`config.mk`:
```
export PLATFORM = sky130hd
export DESIGN_NAME = text_spacing_case_normalizer
export DESIGN_NICKNAME = d
export VERILOG_FILES = /design/src/rtl/tscn_pkg.sv /design/src/rtl/tscn_front.sv /design/src/rtl/tscn_queue.sv /design/src/rtl/tscn_back.sv /design/src/rtl/text_spacing_case_normalizer.sv
export SDC_FILE = /design/constraint.sdc
export NUM_CORES = 1
export LEC_CHECK = 0
export ABC_AREA = 1
export BUFFER_PORTS_ARGS = -buffer_cell sky130_fd_sc_hd__buf_4
export CORE_UTILIZATION = 50
export CTS_CLUSTER_SIZE = 10
export DETAILED_ROUTE_END_ITERATION = 8
export PLACE_DENSITY = 0.75
export SLEW_MARGIN = 30
export SYNTH_ARGS = -nofsm -noshare
export SYNTH_HDL_FRONTEND = slang
export SYNTH_HIERARCHICAL = 1
export SYNTH_SLANG_ARGS = --single-unit
export TNS_END_PERCENT = 1
```
`constraint.sdc`:
```
create_clock -name i_clk -period 6.7 [get_ports i_clk]
set_input_delay 1.34 -clock i_clk [delete_from_list [all_inputs] [get_ports i_clk]]
set_output_delay 1.34 -clock i_clk [all_outputs]
set_load 0.05 [all_outputs]
```
`src/rtl/tscn_pkg.sv`:
```
// Package with shared types, character constants and case functions for the normalizer.
package tscn_pkg;

    localparam logic [7:0] CHAR_SPACE  = 8'h20;
    localparam logic [7:0] CHAR_PERIOD = 8'h2E;
    localparam logic [7:0] CHAR_NUL    = 8'h00;
    localparam logic [7:0] CASE_DELTA  = 8'h20;

    typedef struct packed {
        logic       two;
        logic [7:0] byte0;
        logic       end0;
        logic [7:0] byte1;
        logic       end1;
    } t_cmd;

    function automatic logic [7:0] upcase(input logic [7:0] c);
        logic [7:0] r;
        r = c;
        if (c >= 8'h61 && c <= 8'h7A) begin
            r = c - CASE_DELTA;
        end
        return r;
    endfunction

    function automatic logic [7:0] downcase(input logic [7:0] c);
        logic [7:0] r;
        r = c;
        if (c >= 8'h41 && c <= 8'h5A) begin
            r = c + CASE_DELTA;
        end
        return r;
    endfunction

endpackage

```
`src/rtl/tscn_front.sv`:
```
// Front stage: holds the spacing flags and turns each input byte into an output command; a space only sets the flags.
module tscn_front
    import tscn_pkg::*;
(
    input  logic       i_clk,
    input  logic       i_rst_n,
    input  logic       i_accept,
    input  logic [7:0] i_text_byte,
    input  logic       i_end_of_text,
    output logic       o_cmd_valid,
    output t_cmd       o_cmd
);

    logic r_nothing_emitted;
    logic r_space_pending;
    logic r_pending_from_input;
    logic n_nothing_emitted;
    logic n_space_pending;
    logic n_pending_from_input;

    always_comb begin
        n_nothing_emitted    = r_nothing_emitted;
        n_space_pending      = r_space_pending;
        n_pending_from_input = r_pending_from_input;
        o_cmd_valid          = 1'b0;
        o_cmd.two            = 1'b0;
        o_cmd.byte0          = CHAR_NUL;
        o_cmd.end0           = 1'b0;
        o_cmd.byte1          = CHAR_NUL;
        o_cmd.end1           = 1'b0;
        if (i_end_of_text) begin
            o_cmd_valid = 1'b1;
            if (r_space_pending && r_pending_from_input) begin
                o_cmd.two   = 1'b1;
                o_cmd.byte0 = CHAR_SPACE;
                o_cmd.end1  = 1'b1;
            end else begin
                o_cmd.end0 = 1'b1;
            end
            n_nothing_emitted    = 1'b1;
            n_space_pending      = 1'b0;
            n_pending_from_input = 1'b0;
        end else if (i_text_byte == CHAR_SPACE) begin
            if (!r_nothing_emitted) begin
                n_space_pending      = 1'b1;
                n_pending_from_input = 1'b1;
            end
        end else if (i_text_byte == CHAR_PERIOD) begin
            o_cmd_valid          = 1'b1;
            o_cmd.byte0          = CHAR_PERIOD;
            n_nothing_emitted    = 1'b0;
            n_space_pending      = 1'b1;
            n_pending_from_input = 1'b0;
        end else begin
            o_cmd_valid = 1'b1;
            if (r_space_pending) begin
                o_cmd.two   = 1'b1;
                o_cmd.byte0 = CHAR_SPACE;
                o_cmd.byte1 = upcase(i_text_byte);
            end else if (r_nothing_emitted) begin
                o_cmd.byte0 = upcase(i_text_byte);
            end else begin
                o_cmd.byte0 = downcase(i_text_byte);
            end
            n_nothing_emitted    = 1'b0;
            n_space_pending      = 1'b0;
            n_pending_from_input = 1'b0;
        end
        o_cmd_valid = o_cmd_valid && i_accept;
    end

    always_ff @(posedge i_clk) begin
        if (!i_rst_n) begin
            r_nothing_emitted    <= 1'b1;
            r_space_pending      <= 1'b0;
            r_pending_from_input <= 1'b0;
        end else if (i_accept) begin
            r_nothing_emitted    <= n_nothing_emitted;
            r_space_pending      <= n_space_pending;
            r_pending_from_input <= n_pending_from_input;
        end
    end

endmodule

```
`src/rtl/tscn_queue.sv`:
```
// Command queue between the front and back stages.
module tscn_queue
    import tscn_pkg::*;
#(
    parameter int DEPTH = 4
) (
    input  logic i_clk,
    input  logic i_rst_n,
    input  logic i_wr,
    input  t_cmd i_wr_cmd,
    input  logic i_rd,
    output t_cmd o_rd_cmd,
    output logic o_full,
    output logic o_empty
);

    localparam int AW = (DEPTH > 1) ? $clog2(DEPTH) : 1;
    localparam int CW = $clog2(DEPTH + 1);
    localparam logic [AW-1:0] LAST = AW'(DEPTH - 1);
    localparam logic [CW-1:0] FULL_COUNT = CW'(DEPTH);

    t_cmd          r_mem [DEPTH];
    logic [AW-1:0] r_wr_ptr;
    logic [AW-1:0] r_rd_ptr;
    logic [CW-1:0] r_count;
    logic          wr_en;
    logic          rd_en;

    assign o_full   = (r_count == FULL_COUNT);
    assign o_empty  = (r_count == '0);
    assign wr_en    = i_wr && !o_full;
    assign rd_en    = i_rd && !o_empty;
    assign o_rd_cmd = r_mem[r_rd_ptr];

    always_ff @(posedge i_clk) begin
        if (wr_en) begin
            r_mem[r_wr_ptr] <= i_wr_cmd;
        end
    end

    always_ff @(posedge i_clk) begin
        if (!i_rst_n) begin
            r_wr_ptr <= '0;
            r_rd_ptr <= '0;
            r_count  <= '0;
        end else begin
            if (wr_en) begin
                r_wr_ptr <= (r_wr_ptr == LAST) ? '0 : r_wr_ptr + 1'b1;
            end
            if (rd_en) begin
                r_rd_ptr <= (r_rd_ptr == LAST) ? '0 : r_rd_ptr + 1'b1;
            end
            if (wr_en && !rd_en) begin
                r_count <= r_count + 1'b1;
            end else if (rd_en && !wr_en) begin
                r_count <= r_count - 1'b1;
            end
        end
    end

endmodule

```
`src/rtl/tscn_back.sv`:
```
// Back stage: expands each command into one or two results in an output register.
module tscn_back
    import tscn_pkg::*;
(
    input  logic       i_clk,
    input  logic       i_rst_n,
    input  logic       i_cmd_valid,
    input  t_cmd       i_cmd,
    output logic       o_cmd_rd,
    input  logic       i_pop,
    output logic       o_empty,
    output logic [7:0] o_out_byte,
    output logic       o_out_end
);

    logic       r_half;
    logic       r_out_valid;
    logic [7:0] r_out_byte;
    logic       r_out_end;
    logic       load;
    logic       take;

    assign load       = !r_out_valid || i_pop;
    assign take       = load && i_cmd_valid;
    assign o_cmd_rd   = take && (!i_cmd.two || r_half);
    assign o_empty    = !r_out_valid;
    assign o_out_byte = r_out_byte;
    assign o_out_end  = r_out_end;

    always_ff @(posedge i_clk) begin
        if (take) begin
            r_out_byte <= r_half ? i_cmd.byte1 : i_cmd.byte0;
            r_out_end  <= r_half ? i_cmd.end1 : i_cmd.end0;
        end
    end

    always_ff @(posedge i_clk) begin
        if (!i_rst_n) begin
            r_half      <= 1'b0;
            r_out_valid <= 1'b0;
        end else begin
            if (load) begin
                r_out_valid <= i_cmd_valid;
            end
            if (take) begin
                r_half <= i_cmd.two && !r_half;
            end
        end
    end

endmodule

```
`src/rtl/text_spacing_case_normalizer.sv`:
```
// Top level of the text spacing and case normalizer.
//
//  Channel   Direction  Handshake               Payload
//  input     in         push / full             i_text_byte, i_end_of_text
//  result    out        empty / pop             o_out_byte, o_out_end
//
// A byte is taken in every cycle that push is high and full is low; the front updates its flags in that cycle.
// A byte that gives two results occupies the back stage for both of them in turn, so the sustained
// rate is one result per cycle while pop is held high; the command queue of CMD_DEPTH entries absorbs bursts.
// A result passes through the command queue and then the output register before it reaches the output.
// Reset is synchronous; both stages stall independently on full and pop.
module text_spacing_case_normalizer
    import tscn_pkg::*;
#(
    parameter int CMD_DEPTH = 4
) (
    input  logic       i_clk,
    input  logic       i_rst_n,
    input  logic       push,
    output logic       full,
    input  logic [7:0] i_text_byte,
    input  logic       i_end_of_text,
    output logic       empty,
    input  logic       pop,
    output logic [7:0] o_out_byte,
    output logic       o_out_end
);

    logic accept;
    logic w_cmd_valid;
    t_cmd w_cmd;
    t_cmd w_q_cmd;
    logic w_q_full;
    logic w_q_empty;
    logic w_q_rd;

    assign full   = w_q_full;
    assign accept = push && !w_q_full;

    tscn_front u_front (
        .i_clk         (i_clk),
        .i_rst_n       (i_rst_n),
        .i_accept      (accept),
        .i_text_byte   (i_text_byte),
        .i_end_of_text (i_end_of_text),
        .o_cmd_valid   (w_cmd_valid),
        .o_cmd         (w_cmd)
    );

    tscn_queue #(
        .DEPTH (CMD_DEPTH)
    ) u_queue (
        .i_clk    (i_clk),
        .i_rst_n  (i_rst_n),
        .i_wr     (w_cmd_valid),
        .i_wr_cmd (w_cmd),
        .i_rd     (w_q_rd),
        .o_rd_cmd (w_q_cmd),
        .o_full   (w_q_full),
        .o_empty  (w_q_empty)
    );

    tscn_back u_back (
        .i_clk       (i_clk),
        .i_rst_n     (i_rst_n),
        .i_cmd_valid (!w_q_empty),
        .i_cmd       (w_q_cmd),
        .o_cmd_rd    (w_q_rd),
        .i_pop       (pop),
        .o_empty     (empty),
        .o_out_byte  (o_out_byte),
        .o_out_end   (o_out_end)
    );

    a_queue_state: assert property (@(posedge i_clk) disable iff (!i_rst_n)
        !(w_q_full && w_q_empty))
        else $error("command queue reports full and empty together");

    a_end_queued: assert property (@(posedge i_clk) disable iff (!i_rst_n)
        accept && i_end_of_text |=> !w_q_empty)
        else $error("end marker transfer did not reach the command queue");

    a_reset_empty: assert property (@(posedge i_clk)
        !i_rst_n |=> empty && !full)
        else $error("output not empty after reset");

endmodule

```
# After elaboration in Yosys (flattened, before gate mapping)
# Memories as Yosys holds them, arrays and structs flattened. A register that Yosys moved wholly into a read port is not among the register bits.
# Cells that the tools add are included.
# totals
reg_bits	21
latch_bits	0
ramBits	76
rom_bits	0
inputBits	13
mem_count	1
# memory_table
name	depth	word_bits	rd	rd_ports_with_merged_regs	write_ports	line	rtl
u_queue.r_mem	4	19	1	1	1	tscn_queue.sv:22	t_cmd r_mem [DEPTH];
# op_classes
addsub	6
n_mul	0
div	0
magnitude_cmp	4
n_eq_ne	7
shifts	0
mux	38
n_bitwise	0
reduce_logical	25
# ops
cell	n
$mux 8	10
$mux 9	3
$mux 1	19
$eq 8x6->1 const B	2
$ge 8x7->1 const B	2
$le 8x7->1 const B	2
$logic_and 1x1->1	12
$add 8x6->8 const B	1
$mux 2	4
$sub 8x6->8 const B	1
$logic_not 1->1	7
$mux 3	2
$add 2x1->2 const B	2
$eq 2x2->1 const B	2
$reduce_and 2->1	2
$add 3x1->3 const B	1
$eq 3x3->1 const B	1
$logic_not 3->1	1
$ne 3x3->1 const B	1
$sub 3x1->3 const B	1
$logic_or 1x1->1	2
$ne 2x2->1 const B	1
$reduce_bool 2->1	1

# Longest topological paths before layout
# logic_depth
word_depth	9
ltp_mapped	18

# Cells and area by module
# Netlist, hierarchy kept.
# by_module_without_submodules
module	instances	cells_each	area_each_um2	seq_area_each_um2
tscn_queue	1	256	3354.5	2462.4
tscn_front	1	111	640.6	60.1
tscn_back	1	52	486.7	310.3
text_spacing_case_normalizer	1	3	13.8	0.0

# Least setup slack after synthesis
# OpenSTA, ideal clock, no wires.
# synth_path
kind	input-to-reg
start	input port i_text_byte[6]
end	memory u_queue/r_mem[0][0] in the netlist's numbering, enable pin
setup_ns	0.395
arrival_ns	2.847
required_ns	6.305
slack_ns	3.458
path_stages	7
path_buffers	0
path_cell_list	inv_2 > ha_1 > nand2_2 > nor2_4 > o21ai_4 > nand2_2 > nor2_1
# synth_between
elab_chain_cells	7
# synth_lines
element	line	rtl
from (decl)	text_spacing_case_normalizer.sv:21	input logic [7:0] i_text_byte,
$eq 8x6->1	tscn_front.sv:43	end else if (i_text_byte == CHAR_SPACE) begin
$mux 1	tscn_front.sv:43	
$mux 1	tscn_front.sv:31	if (i_end_of_text) begin
$logic_and 1x1->1	tscn_front.sv:69	o_cmd_valid = o_cmd_valid && i_accept;
net w_cmd_valid	text_spacing_case_normalizer.sv:30	logic w_cmd_valid;
$logic_and 1x1->1	tscn_queue.sv:31	assign wr_en = i_wr && !o_full;
$mux 1	tscn_queue.sv:36	if (wr_en) begin
$mux 1 (implied by the code)	tscn_queue.sv:37	r_mem[r_wr_ptr] <= i_wr_cmd;
to (decl)	tscn_queue.sv:22	
# The timed path passes the listed nets, and every way through them passes these cells.

# Worst setup path after layout
# layout_path
start	input port i_text_byte[6]
end	register u_queue.r_count[1]
# layout_between
elab_chain_cells	8
# layout_lines
element	line	rtl
$eq 8x6->1 *	tscn_front.sv:43	
$mux 1 *	tscn_front.sv:43	
$mux 1 *	tscn_front.sv:31	
$logic_and 1x1->1 *	tscn_front.sv:69	
net w_cmd_valid	text_spacing_case_normalizer.sv:30	
$logic_and 1x1->1 *	tscn_queue.sv:31	
net u_queue.wr_en	tscn_queue.sv:26	logic wr_en;
$logic_not 1->1	tscn_queue.sv:55	end else if (rd_en && !wr_en) begin
$logic_and 1x1->1	tscn_queue.sv:55	
$reduce_bool 2->1 (no line)	-	
to (signal assigned)	tscn_queue.sv:54	r_count <= r_count + 1'b1;
to (signal assigned)	tscn_queue.sv:56	r_count <= r_count - 1'b1;
to (decl)	tscn_queue.sv:25	logic [CW-1:0] r_count;
# The timed path passes the listed nets; every way through them passes the cells marked *.
# A chain may end at the register's enable or synchronous reset.

==> flow_summary.json <==
{
  "seq_area_frac_synth": 0.6301,
  "drive_gt1_frac": 0.1762,
  "htreeDepth": 3,
  "ant_nets": 0,
  "hold_path_depth": 2,
  "startpoint_type": "primary input",
  "grt_use_total": 0.1852,
  "synth_compound_area_frac": 0.09407,
  "synth_cell_types": 33,
  "yosys.area_share.adder": 0.03228,
  "synthSimpleGateAreaFrac": 0.1842,
  "muxShareOfSynthArea": 0,
  "synth_xor_xnor_area_share": 0,
  "cts_buffers": 9,
  "synthCells": 422,
  "maxCapViolations": 0,
  "cp-end-kind": "register",
  "dr.pass1.iters": 5,
  "whs_ns": 0.5172,
  "fp-row-count": 34,
  "synth_top_family_by_area": "simple AND/OR/NAND/NOR gates",
  "critPathLaunch": "i_text_byte[6]",
  "fin_crit_ns": 2.959,
  "min_path_type": "register to register",
  "ys_async_sr_fraction": 0,
  "synth_most_common_cell": "edfxtp_1",
  "maxSlewViolCount": 0,
  "rsz0062_at_grt": "no",
  "start_util": 0.5155,
  "post_cts_resized": 0,
  "cts.clk_slew.worst_paths_ns": 0.09,
  "clk_latency_ns": 0.36,
  "clock_path_buffers": 2,
  "cts_hold_buf": 0,
  "wl_per_cell_um": 14.95,
  "status": "completed",
  "grt_pass1_wl_mm": 13.46,
  "worstPathRequired_ns": 6.96,
  "p_leak_nw": 1.957,
  "ys_warn_count": 6,
  "die_x_um": 96.82,
  "finalCritPeriodShare": 0.4417,
  "dr.first_iter.drc_count": 207,
  "p_comb_frac": 0.374,
  "fp.dieH_um": 96.82,
  "internal_power_w": 0.001289,
  "max_freq_mhz": 337.9,
  "cpPeakStageDelay_ns": 0.40,
  "pwr-share-clk": 0.184,
  "overflow": 0,
  "rr_endpoint": "u_queue/r_count[1]",
  "routabilityCongestion": 0.9125,
  "grt_max_degree": 40,
  "finalHoldViolCount": 0,
  "syn_area_um2": 4496,
  "crit_family": "adder cells",
  "setup_viol": 0,
  "postCtsSetupBuffers": 0,
  "synthesis.nets": 446,
  "holdPathEnd": "u_queue/r_count[0]",
  "layout.cells.non_filler": 562,
  "num_vias": 3021,
  "fin_skew_ns": 0.01011,
  "ff2ff_setup_slack_ns": 3.84,
  "synth_top_area_cell": "edfxtp_1",
  "synthTopCellsByArea": "edfxtp_1 57%, nor2_1 6.3%, dfxtp_1 6.2%, nand2_1 5.3%, o21ai_0 4.5%",
  "syn_area_per_cell_um2": 10.65,
  "crit_type": "primary input to register",
  "slew_headroom": 0.4918,
  "final.fill_count": 713,
  "multi_input_area_um2": 1396,
  "diodes": 0,
  "drt-total-wl_mm": 8.403,
  "crit_path_top_delay_cell": "fa_1",
  "crit_path_cell_trace": "buf_4 > inv_2 > ha_1 > nand2_2 > nor2_4 > o21ai_4 > nand2_2 > inv_1 > ha_1 > inv_1 > fa_1 > o21ai_0 > nor2_1",
  "antenna_found_initial": 0,
  "cts_tree": "yes",
  "hpwlAfterDp_mm": 5.397,
  "power.density_nw_per_um2": 426.0,
  "min_from": "u_queue/r_count[0]",
  "portBuffers": 23,
  "yosys-top-cells-count": "85 x edfxtp_1, 75 x nor2_1, 64 x nand2_1",
  "clock-sinks": 99,
  "fp.coreArea_um2": 8721,
  "p_sw_w": 0.0008200,
  "synth-main-ff-cell": "edfxtp_1",
  "viasPerCell": 5.375,
  "tightest_slew_ns": 0.7612,
  "area_growth_pct": 10.10,
  "clockRootBuffer": "clkbuf_8",
  "dpl.cell_count": 546,
  "path_depth": 13,
  "setup_tns_ns": 0,
  "ys_ff_latch": 99,
  "arrival_ns": 3.22,
  "path_buf_inv": 4,
  "seqCellArea_um2": 2833,
  "switching_share": 0.3889,
  "grt_pass1_vias": 2813,
  "die_area_um2": 9374,
  "synth_top_area_frac": 0.5678,
  "reg2regPathDepth": 12,
  "p_seq_frac": 0.441,
  "synth_edf_count": 85,
  "crit_fanout": 7,
  "drc": 0,
  "fin_nets": 473,
  "io_pins": 24,
  "peakVddDrop_v": 0.0001758
}
worst min-delay path, cell delays in order, from the launching register on:
cell and delay (ns):
dfxtp_1 0.35, inv_1 0.07, a21oi_1 0.06
state kept, by name (all words and copies together) (netlist names), named ones only:
name,cells
u_queue/r_count,3
u_back/o_out_byte,8
u_front/r_pending_from_input,1
u_queue/r_rd_ptr,2
u_queue/r_wr_ptr,2
u_back/r_half,1
u_queue/r_mem,76
u_front/r_nothing_emitted,1
u_front/r_space_pending,1
u_back/r_out_valid,1
u_back/o_out_end,1
metrics by stage:
step / utilization / total power, W / setup WS [ns] / area [um^2]
floorplan: - / 0.001554 / 3.458 / 4496
CTS: 0.5676 / 0.002117 / 3.774 / 4950
finish: 0.5676 / 0.002109 / 3.741 / 4950
detailed placement: 0.5430 / 0.001729 / 3.366 / 4736
global route: 0.5676 / 0.002240 / 3.599 / 4950
global placement: 0.5430 / 0.001700 / 3.452 / 4736
cell families after synthesis:
group | Yosys count
DFF | 99
adders and majority gates | 11
AOI/OAI and AO/OA | 74
buffers and inverters | 55
and+or+nand+nor | 183
worst max-delay path by stage:
stage / endpoint / slack [ns]
3_3_place_gp: u_queue/r_count[1] / 3.45
6_report: u_queue/r_count[1] / 3.74
5_1_grt: u_queue/r_count[1] / 3.60
2_1_floorplan: u_queue/r_mem[0][0] / 3.46
3_5_place_dp: u_queue/r_count[1] / 3.37
4_1_cts: u_queue/r_count[1] / 3.77
cells in the final DEF, fill, tap and decap left out:
cell type	count
ha_1	10
nor3_1	6
o21ai_1	1
nand3b_1	1
o21bai_1	1
nor2_2	9
nand4_1	5
nor2_1	75
clkinv_2	1
nand3_1	6
inv_2	7
nand3_4	1
nand2_2	8
o211ai_1	1
nand2_1	64
clkbuf_8	10
a21oi_1	7
o22ai_1	19
o21ai_4	1
nor3_2	1
o21ai_2	2
nand3_2	4
nor2_4	3
fa_1	1
edfxtp_1	85
o21ai_0	40
dfxtp_1	14
buf_4	28
clkinv_4	1
a21boi_0	2
inv_4	2
inv_1	36
clkbuf_16	2
cell type report:
| class | instances | area share |
|---|---|---|
| Sequential cell | 99 | 0.5723 |
| Timing Repair Buffer | 28 | 0.04247 |
| Clock buffer | 12 | 0.03792 |
| Multi-Input combinational cell | 268 | 0.2821 |
| Tap cell | 108 | 0.02730 |
| Clock inverter | 4 | 0.005308 |
| Inverter | 43 | 0.03261 |
power groups by stage:
stage	logic, W	registers [W]	clock network [W]
4_1_cts	0.000787	0.000931	0.000399
5_1_grt	0.000872	0.000946	0.000421
2_1_floorplan	0.000536	0.00102	0
3_5_place_dp	0.000785	0.000944	0
6_report	0.000790	0.000930	0.000389
3_3_place_gp	0.000760	0.000940	0
per-layer routing:
| layer | vias up | wire length [um] | track usage | share of wire |
|---|---|---|---|---|
| met4 | 0 | 155 | 0.09185 | 0.018 |
| met5 | - | 0 | 0 | 0 |
| met3 | 17 | 527 | 0.03540 | 0.063 |
| li1 | 1492 | - | - | - |
| met1 | 1394 | 3728 | 0.2422 | 0.44 |
| met2 | 118 | 3992 | 0.2963 | 0.48 |
Note: power is estimated with default switching activity, not from simulation.
